File: config.mk
export PLATFORM = sky130hd
export DESIGN_NAME = sfpd_clamp
export DESIGN_NICKNAME = d
export VERILOG_FILES = /design/src/sfpd_pkg.sv /design/src/sfpd_clamp.sv
export SDC_FILE = /design/constraint.sdc
export NUM_CORES = 2
export LEC_CHECK = 0
export BUFFER_PORTS_ARGS = -buffer_cell sky130_fd_sc_hd__buf_2
export CORE_MARGIN = 1
export CORE_UTILIZATION = 60
export DETAILED_ROUTE_END_ITERATION = 16
export PLACE_DENSITY = 0.83
export SLEW_MARGIN = 20
export SYNTH_ARGS = -nofsm -noshare
export SYNTH_HDL_FRONTEND = slang
export SYNTH_SLANG_ARGS = --single-unit
File: constraint.sdc
create_clock -name clk_i -period 24 [get_ports clk_i]
set_clock_uncertainty 0.1 [all_clocks]
set_input_delay 1.2 -clock clk_i [delete_from_list [all_inputs] [get_ports clk_i]]
set_output_delay 1.2 -clock clk_i [all_outputs]
set_load 0.05 [all_outputs]
File: src/sfpd_pkg.sv
// Shared types, widths and helpers for the swing-foot PD force clamp.
// No dependencies; used by sfpd_clamp and swing_foot_pd_force_clamp.
`timescale 1ns / 1ps

package sfpd_pkg;

  localparam int unsigned DataW = 24;   // Q12.12 signal width
  localparam int unsigned ErrW  = 25;   // target minus actual
  localparam int unsigned GainW = 16;   // Q8.8 gain
  localparam int unsigned LimW  = 23;   // norm limit
  localparam int unsigned RotW  = 16;   // Q2.14 rotation element
  localparam int unsigned PartW = 40;   // stored P / D part
  localparam int unsigned AccW  = 41;   // serial product accumulator
  localparam int unsigned SumW  = 42;   // P + D + gravity
  localparam int unsigned SsW   = 50;   // sum of squares of normalized mags
  localparam int unsigned RootW = 25;   // floor sqrt of SsW bits

  localparam logic [LimW-1:0] GravityComp = 23'd40960;

  typedef logic [2:0][PartW-1:0] vec_t;

  typedef enum logic [2:0] {
    RegPosGainX    = 3'd0,
    RegPosGainY    = 3'd1,
    RegPosGainZ    = 3'd2,
    RegVelGainX    = 3'd3,
    RegVelGainY    = 3'd4,
    RegVelGainZ    = 3'd5,
    RegPosForceLim = 3'd6,
    RegVelForceLim = 3'd7
  } reg_idx_e;

  typedef enum logic [1:0] {
    AxisX    = 2'd0,
    AxisY    = 2'd1,
    AxisZ    = 2'd2,
    AxisNone = 2'd3
  } axis_e;

  typedef enum logic [2:0] {
    StIdle,
    StMul,
    StStore,
    StStart,
    StWait,
    StOut
  } top_state_e;

  typedef enum logic [2:0] {
    ClIdle,
    ClOver,
    ClNorm,
    ClSq,
    ClTest,
    ClSqrt,
    ClProd,
    ClDiv
  } clamp_state_e;

  function automatic logic signed [DataW-1:0] sat_sum(input logic signed [SumW-1:0] x);
    logic signed [SumW-1:0] hi;
    logic signed [SumW-1:0] lo;
    hi = SumW'(signed'(24'sh7FFFFF));
    lo = SumW'(signed'(24'sh800000));
    if (x > hi) begin
      return 24'sh7FFFFF;
    end else if (x < lo) begin
      return 24'sh800000;
    end
    return x[DataW-1:0];
  endfunction

endpackage

File: src/sfpd_clamp.sv
// Norm clamp for one 3-vector: normalize, square-sum, bit-serial sqrt and
// bit-serial division per component. Depends on sfpd_pkg.
`timescale 1ns / 1ps

module sfpd_clamp (
  input  logic                        clk_i,
  input  logic                        rst_ni,
  input  logic                        start_i,
  input  sfpd_pkg::vec_t              parts_i,
  input  logic [sfpd_pkg::LimW-1:0]   limit_i,
  output logic                        busy_o,
  output sfpd_pkg::vec_t              res_o
);

  localparam int unsigned PW = sfpd_pkg::PartW;
  localparam int unsigned LW = sfpd_pkg::LimW;
  localparam int unsigned SW = sfpd_pkg::SsW;
  localparam int unsigned RW = sfpd_pkg::RootW;

  sfpd_pkg::clamp_state_e state_q, state_d;

  logic [2:0]          neg_q;
  logic [2:0][PW-1:0]  m_q;
  logic                over_q;
  logic [SW-1:0]       ss_q;
  logic [2*LW-1:0]     lsq_q;
  logic [SW-1:0]       rad_q;
  logic [RW+1:0]       rem_q;
  logic [RW-1:0]       root_q;
  logic [4:0]          cnt_q;
  logic [1:0]          sel_q;
  logic [RW-1:0]       drem_q;
  logic [LW-1:0]       dvd_q;
  logic [LW-1:0]       quo_q;
  sfpd_pkg::vec_t      res_q;

  logic                wide;
  logic [23:0]         sq_op;
  logic [47:0]         sq;
  logic [RW+3:0]       remn;
  logic [RW+3:0]       trial;
  logic [RW+3:0]       rem_sub;
  logic                sqrt_ge;
  logic [23:0]         msel;
  logic [46:0]         prod;
  logic [RW:0]         dt;
  logic [RW:0]         dsub;
  logic                div_ge;
  logic [LW-1:0]       quo_n;
  logic [PW-1:0]       qext;

  assign wide = (m_q[0][PW-1:24] != '0) || (m_q[1][PW-1:24] != '0) ||
                (m_q[2][PW-1:24] != '0);

  always_comb begin
    case (cnt_q[1:0])
      2'd0:    sq_op = m_q[0][23:0];
      2'd1:    sq_op = m_q[1][23:0];
      2'd2:    sq_op = m_q[2][23:0];
      default: sq_op = {1'b0, limit_i};
    endcase
  end
  assign sq = sq_op * sq_op;

  // restoring square root, two radicand bits per cycle
  assign remn    = {rem_q, rad_q[SW-1:SW-2]};
  assign trial   = {2'b00, root_q, 2'b01};
  assign sqrt_ge = remn >= trial;
  assign rem_sub = remn - trial;

  always_comb begin
    case (sel_q)
      2'd0:    msel = m_q[0][23:0];
      2'd1:    msel = m_q[1][23:0];
      default: msel = m_q[2][23:0];
    endcase
  end
  assign prod = msel * limit_i;

  // m <= n, so the quotient fits in LW bits and the remainder stays below n
  assign dt     = {drem_q, dvd_q[LW-1]};
  assign div_ge = dt >= {1'b0, root_q};
  assign dsub   = dt - {1'b0, root_q};
  assign quo_n  = {quo_q[LW-2:0], div_ge};
  assign qext   = {{(PW-LW){1'b0}}, quo_n};

  always_comb begin
    state_d = state_q;
    case (state_q)
      sfpd_pkg::ClIdle: if (start_i) state_d = sfpd_pkg::ClOver;
      sfpd_pkg::ClOver: state_d = sfpd_pkg::ClNorm;
      sfpd_pkg::ClNorm: if (!wide) state_d = sfpd_pkg::ClSq;
      sfpd_pkg::ClSq:   if (cnt_q[1:0] == 2'd3) state_d = sfpd_pkg::ClTest;
      sfpd_pkg::ClTest: begin
        if (!over_q && (ss_q <= {{(SW-2*LW){1'b0}}, lsq_q})) state_d = sfpd_pkg::ClIdle;
        else state_d = sfpd_pkg::ClSqrt;
      end
      sfpd_pkg::ClSqrt: if (cnt_q == 5'(RW-1)) state_d = sfpd_pkg::ClProd;
      sfpd_pkg::ClProd: state_d = sfpd_pkg::ClDiv;
      sfpd_pkg::ClDiv: begin
        if (cnt_q == 5'(LW-1)) begin
          if (sel_q == 2'd2) state_d = sfpd_pkg::ClIdle;
          else state_d = sfpd_pkg::ClProd;
        end
      end
      default: state_d = sfpd_pkg::ClIdle;
    endcase
  end

  always_ff @(posedge clk_i or negedge rst_ni) begin
    if (!rst_ni) begin
      state_q <= sfpd_pkg::ClIdle;
    end else begin
      state_q <= state_d;
    end
  end

  always_ff @(posedge clk_i) begin
    case (state_q)
      sfpd_pkg::ClIdle: begin
        if (start_i) begin
          res_q <= parts_i;
          for (int j = 0; j < 3; j++) begin
            neg_q[j] <= parts_i[j][PW-1];
            m_q[j]   <= parts_i[j][PW-1] ? (~parts_i[j] + 1'b1) : parts_i[j];
          end
        end
      end
      sfpd_pkg::ClOver: begin
        over_q <= (m_q[0] > {{(PW-LW){1'b0}}, limit_i}) ||
                  (m_q[1] > {{(PW-LW){1'b0}}, limit_i}) ||
                  (m_q[2] > {{(PW-LW){1'b0}}, limit_i});
        cnt_q  <= '0;
        ss_q   <= '0;
      end
      sfpd_pkg::ClNorm: begin
        if (wide) begin
          for (int j = 0; j < 3; j++) m_q[j] <= m_q[j] >> 1;
        end
      end
      sfpd_pkg::ClSq: begin
        if (cnt_q[1:0] == 2'd3) lsq_q <= sq[2*LW-1:0];
        else ss_q <= ss_q + {{(SW-48){1'b0}}, sq};
        cnt_q <= cnt_q + 5'd1;
      end
      sfpd_pkg::ClTest: begin
        rad_q  <= ss_q;
        rem_q  <= '0;
        root_q <= '0;
        cnt_q  <= '0;
        sel_q  <= '0;
      end
      sfpd_pkg::ClSqrt: begin
        rem_q  <= sqrt_ge ? rem_sub[RW+1:0] : remn[RW+1:0];
        root_q <= {root_q[RW-2:0], sqrt_ge};
        rad_q  <= rad_q << 2;
        cnt_q  <= cnt_q + 5'd1;
      end
      sfpd_pkg::ClProd: begin
        drem_q <= {1'b0, prod[46:LW]};
        dvd_q  <= prod[LW-1:0];
        quo_q  <= '0;
        cnt_q  <= '0;
      end
      sfpd_pkg::ClDiv: begin
        drem_q <= div_ge ? dsub[RW-1:0] : dt[RW-1:0];
        dvd_q  <= dvd_q << 1;
        quo_q  <= quo_n;
        cnt_q  <= cnt_q + 5'd1;
        if (cnt_q == 5'(LW-1)) begin
          res_q[sel_q] <= neg_q[sel_q] ? (~qext + 1'b1) : qext;
          sel_q <= sel_q + 2'd1;
        end
      end
      default: ;
    endcase
  end

  assign busy_o = (state_q != sfpd_pkg::ClIdle);
  assign res_o  = res_q;

endmodule

Yosys cells after proc, flatten, opt, wreduce, memory -nomap -nowiden --
Index checks and enable logic that the tools add are counted.
Storage, ports and cells: input port bits 146, register bits 522, output and inout bits 121
Operators by class: reductions and logical operators 30, $add $sub $neg 9, multiply operators 2, $lt $le $gt $ge 8, bitwise operators 4, muxes and demuxes 38, equal/unequal tests 21
Operator list (number):
- 2-to-1 mux 120 bit | 4
- case mux 120 bit (2 select lines) | 2
- 2-to-1 mux 40 bit | 5
- case mux 50 bit (2 select lines) | 2
- adder 40 x 1 -> 40 bit (second input constant) | 4
- bitwise mux 120 bit | 1
- greater-than comparator 40 x 23 -> 1 bit | 3
- NOT 40 bit | 3
- case mux 25 bit (2 select lines) | 2
- demux 40 bit (select 2 bit) | 1
- case mux 24 bit (3 select lines) | 1
- case mux 27 bit (2 select lines) | 1
- adder 50 x 48 -> 50 bit | 1
- less-or-equal comparator 50 x 46 -> 1 bit | 1
- 2-to-1 mux 50 bit | 1
- multiplier 24 x 24 -> 48 bit | 1
- case mux 24 bit (2 select lines) | 1
- nonzero test 16 bit | 3
- multiplier 24 x 23 -> 47 bit | 1
- case mux 23 bit (2 select lines) | 1
- case mux 22 bit (2 select lines) | 1
- NOT 23 -> 40 bit | 1
- greater-or-equal comparator 29 x 27 -> 1 bit | 1
- 2-to-1 mux 27 bit | 1
- other kinds (33) | 69

Depth between registers and ports, before layout --
word-level depth 7, depth in mapped cells 47

Worst setup path before layout --
Ideal clock, no wire load.
path kind reg2reg, start point register cnt_q[0], end point register ss_q[48] (data pin), clock period less this slack 10.216 ns, setup time 0.266 ns, required time 23.634 ns, buffers on the path 3, stages on the path, launching flop included 44, arrival time 9.850 ns, setup slack 13.784 ns, path through edfxtp_1 -> inv_1 -> ha_1 -> clkbuf_1 -> clkbuf_1 -> nand2_1 -> and3_1 -> a21oi_1 -> inv_1 -> clkbuf_1 -> nor2_1 -> fa_1 -> fa_1 -> inv_1 -> fa_1 -> fa_1 -> inv_1 -> fa_1 -> [8 not listed] -> a311oi_1 -> a21boi_0 -> o21ai_0 -> a31oi_1 -> o21bai_1 -> a21oi_1 -> xnor2_1 -> ha_1 -> a21oi_1 -> o21ai_0 -> a31o_2 -> a21oi_1 -> a21oi_1 -> nor3_1 -> o21bai_1 -> a41oi_1 -> xnor2_1 -> nor2_1
On the way: longest elaborated chain between the ends 6, elaborated cells on any way between the ends 8, those cells by class add/sub: 1; mul: 1; eq/ne: 2; mux: 3; reduce/logical: 1
Ends and longest elaborated chain:
- from (decl) | RTL line sfpd_clamp.sv:30 | logic [4:0] cnt_q;
- from (signal assigned) | RTL line sfpd_clamp.sv:144 | cnt_q <= cnt_q + 5'd1;
- from (signal assigned) | RTL line sfpd_clamp.sv:157 | cnt_q <= cnt_q + 5'd1;
- from (signal assigned) | RTL line sfpd_clamp.sv:169 | cnt_q <= cnt_q + 5'd1;
- equality test 2 bit, or another cell as far along | RTL line sfpd_clamp.sv:56 | case (cnt_q[1:0])
- case mux 24 bit (3 select lines) * | RTL line sfpd_clamp.sv:56
- multiplier 24 x 24 -> 48 bit * | RTL line sfpd_clamp.sv:63 | assign sq = sq_op * sq_op;
- named net sq[35] | RTL line sfpd_clamp.sv:39 | logic [47:0] sq;
- adder 50 x 48 -> 50 bit * | RTL line sfpd_clamp.sv:143 | else ss_q <= ss_q + {{(SW-48){1'b0}}, sq};
- 2-to-1 mux 50 bit * | RTL line sfpd_clamp.sv:142 | if (cnt_q[1:0] == 2'd3) lsq_q <= sq[2*LW-1:0];
- case mux 50 bit (2 select lines) * | RTL line sfpd_clamp.sv:119 | case (state_q)
- to (signal assigned) | RTL line sfpd_clamp.sv:143
- to (decl) | RTL line sfpd_clamp.sv:25 | logic [SW-1:0] ss_q;
Mark *: on every way through the listed nets, which the timed path passes. The rest lies on a longest branch. The select of a mux whose other input is x is not followed. A chain may end at the register's enable or synchronous reset.

Final worst setup path --
start point register cnt_q[0], end point register ss_q[47] (data pin)
The elaborated chain is that of the path after synthesis.

==> metrics.yaml <==
slowest_delay_ns: 0.72
numCtsBuffers: 59
hold_violations: 0
tritoncts: "built"
outcome: "finished, final reports clean"
num_rows: 120
floorplan.initialDensity_pct: 60.85
arrival_ns: 12.84
grt_usage_pct: 37.40
clock_latency_ns: 0.69
synthXorXnorAreaFrac_pct: 4.185
switchingPower_mw: 2.635
maxSlewViolCount: 0
fin_nets: 8793
synth_top_family_by_area: "adder cells"
pwr-share-comb_pct: 63.7
p_per_area_nw_per_um2: 79.52
grt_antenna_before_repair: 21
clockPowerShare_pct: 16.9
synth_top_area_cell: "fa_1"
p_sw_share_pct: 47.10
timing.final.crit_share_pct: 52.04
ant_nets: 0
via_per_inst: 6.067
cp_top_family: "adder cells"
synthTopCellsByCount: "inv_1 (1214), nand2_1 (1189), fa_1 (885)"
hpwl_um: 163000
setup_viol: 0
syn_to_final_growth_pct: 7.401
nFillCells: 8471
grt_setup_unrepaired: "no"
internal_power_mw: 2.960
fin_crit_ns: 12.49
crit_slowest_cell: "a21oi_1"
synth_edf_count: 518
avgSynthCellArea_um2: 9.278
fin_tns_setup_ns: 0
clk_pin_slew_worst_paths_ns: 0.07
ys_ff_latch: 521
die_w_um: 332.4
dieHeight_um: 332.4
post_cts_buffers: 0
slew_headroom_pct: 15.58
holdWs_ns: 0.1888
p_seq_share_pct: 19.4
cpMostUsedCell: "fa_1"
die_area_um2: 110500
synth.distinct_cells: 81
final_area_um2: 70360
cap_violations: 0
hold_class: "input pin to async pin"
path_max_fanout: 14
yosysWarnings: 0
fin_util_pct: 65.36
synth_async_sr_flop_share_pct: 0.5758
core_area_um2: 107700
synth_most_common_cell: "inv_1"
synthSimpleGateAreaFrac_pct: 12.93
synthMuxAreaShare_pct: 0.5539
drtIter0Drc: 4948
cts.sinks: 521
cts_resized: 0
gr-total-overflow: 0
timing.fmax_ghz: 0.08007
wirelength_um: 204200
grt_max_degree: 128
cellLeakagePower_nw: 33.87
postPlaceCellArea_um2: 68260
drtPass1Iterations: 8
yosysSeqAreaShare_pct: 23.86
synth_top_area_share_pct: 27.04
syn_nets: 8661
drive_gt1_share_pct: 6.932
regArea_um2: 15630
end_kind: "flip-flop"
cts.hold.buffers_added: 0
grt_pass1_wl_um: 315300
synth.area.top_cells: "fa_1 (27%), edfxtp_1 (24%), ha_1 (11%)"
drt-wirelength-per-cell_um: 23.58
grt_pass1_vias: 54420
multi_input_area_um2: 44390
htreeDepth: 2
syn-instance-count: 7061
io_pins: 267
synth.cell_area_um2: 65510
reg2reg_slack_ns: 11.51
worst-path-buf-inv: 7
synth_top_flop_cell: "edfxtp_1"
critPathLaunchType: "flip-flop"
synth_compound_area_share_pct: 11.98
clockBufferDepth: 3
crit_type: "flip-flop to flip-flop"
tightestPinTransition_ns: 1.266
gp_congestion: 1.055
peakVddDrop_v: 0.0001985
drc: 0
root_buffer: "clkbuf_16"
synthAdderAreaFrac_pct: 37.91
vias: 52560
portBuffers: 266
total_power_mw: 5.595
cp.required_ns: 24.35
-- registers in the layout, indices dropped and copies added (netlist names), 22 cells and up --
register	flops
m_q	120
res_o	120
rad_q	50
ss_q	50
lsq_q	45
rem_q	27
drem_q	25
root_q	25
dvd_q	23
quo_q	22
-- layout make-up --
cell class              instances  area share, %
multi-input cells            5043          63.10
flip-flops and latches        521          22.21
inverters                    1221          6.514
repair buffers                347          2.785
well taps                    1403          2.495
clock buffers                  68          2.146
clock inverters                42         0.6864
diodes                         18        0.06402
-- layer usage --
| metal | part of all wire, % | up-vias | GRT usage [%] |
|---|---|---|---|
| met4 | 6.5 | 8 | 21.08 |
| met3 | 11 | 636 | 10.68 |
| met2 | 45 | 2825 | 57.81 |
| met5 | 0.023 | - | 0 |
| li1 | - | 23340 | - |
| met1 | 38 | 25740 | 47.27 |
-- per-stage QoR --
stage	worst slack [ns]	cells
2_1_floorplan	13.78	7061
3_3_place_gp	11.42	8534
3_5_place_dp	11.07	8534
4_1_cts	11.22	8644
5_1_grt	10.75	8653
6_report	11.51	8663
-- layout by cell type, fill, tap and decap left out, types with 12 or more instances in the layout --
cell / instances
a221oi_1: 14
clkbuf_16: 59
or4_1: 16
fa_1: 885
buf_2: 266
nor2b_1: 33
diode_2: 18
a31oi_1: 30
o31ai_1: 59
nand2_1: 1186
a211oi_1: 26
nand4_1: 47
o211ai_1: 27
and3_1: 38
a21o_1: 173
nor2_1: 372
edfxtp_1: 518
clkinv_2: 12
o21ai_1: 25
o21a_1: 36
nand3_1: 57
o41ai_1: 20
buf_4: 80
xnor2_1: 135
nand2b_1: 28
o21ai_0: 300
nor4_1: 28
clkinv_1: 15
ha_1: 569
xor2_1: 178
mux2i_1: 34
and2_1: 40
o21bai_1: 37
inv_1: 1214
o22ai_1: 15
a22oi_1: 47
or3_1: 32
nor3_1: 40
a21oi_1: 373
-- logic make-up after synthesis --
kind of cell	count (synthesis)
AND/OR/NAND/NOR	1977
AO/OA/AOI/OAI	1263
buffers and inverters	1497
adder cells (fa/ha/maj)	1454
flip-flops	521
multiplexers	36
XOR/XNOR	313
-- power by group through the flow --
stage,clock (mW),combinational [mW],sequential (mW)
after floorplan,0,2.36,1.09
after global placement,0,3.37,1.10
after detailed placement,0,3.42,1.10
after CTS,0.953,3.45,1.08
after global routing,0.984,3.87,1.09
final,0.945,3.57,1.08
-- final timing paths --
kind	from	end	cells after the start
hold / removal	rst_ni	state_q[2]	1
setup reg to reg	cnt_q[0]	ss_q[47]	41
max in group asynchronous	rst_ni	state_q[1]	1
hold reg to reg	dvd_q[2]	dvd_q[3]	2
setup / recovery	cnt_q[0]	ss_q[47]	41
min in group clk_i	dvd_q[2]	dvd_q[3]	2
-- worst reg2reg max path: cells and delay by family, from the launching register on --
kind                     cells  cell delay, ns
adder cells (fa/ha/maj)     10            5.08
AND/OR/NAND/NOR             12            2.14
XOR/XNOR                     1            0.29
AO/OA/AOI/OAI               11            2.80
flip-flops                   1            0.46
buffers and inverters        7            1.35
No activity file was read; power rests on OpenSTA's default activity.
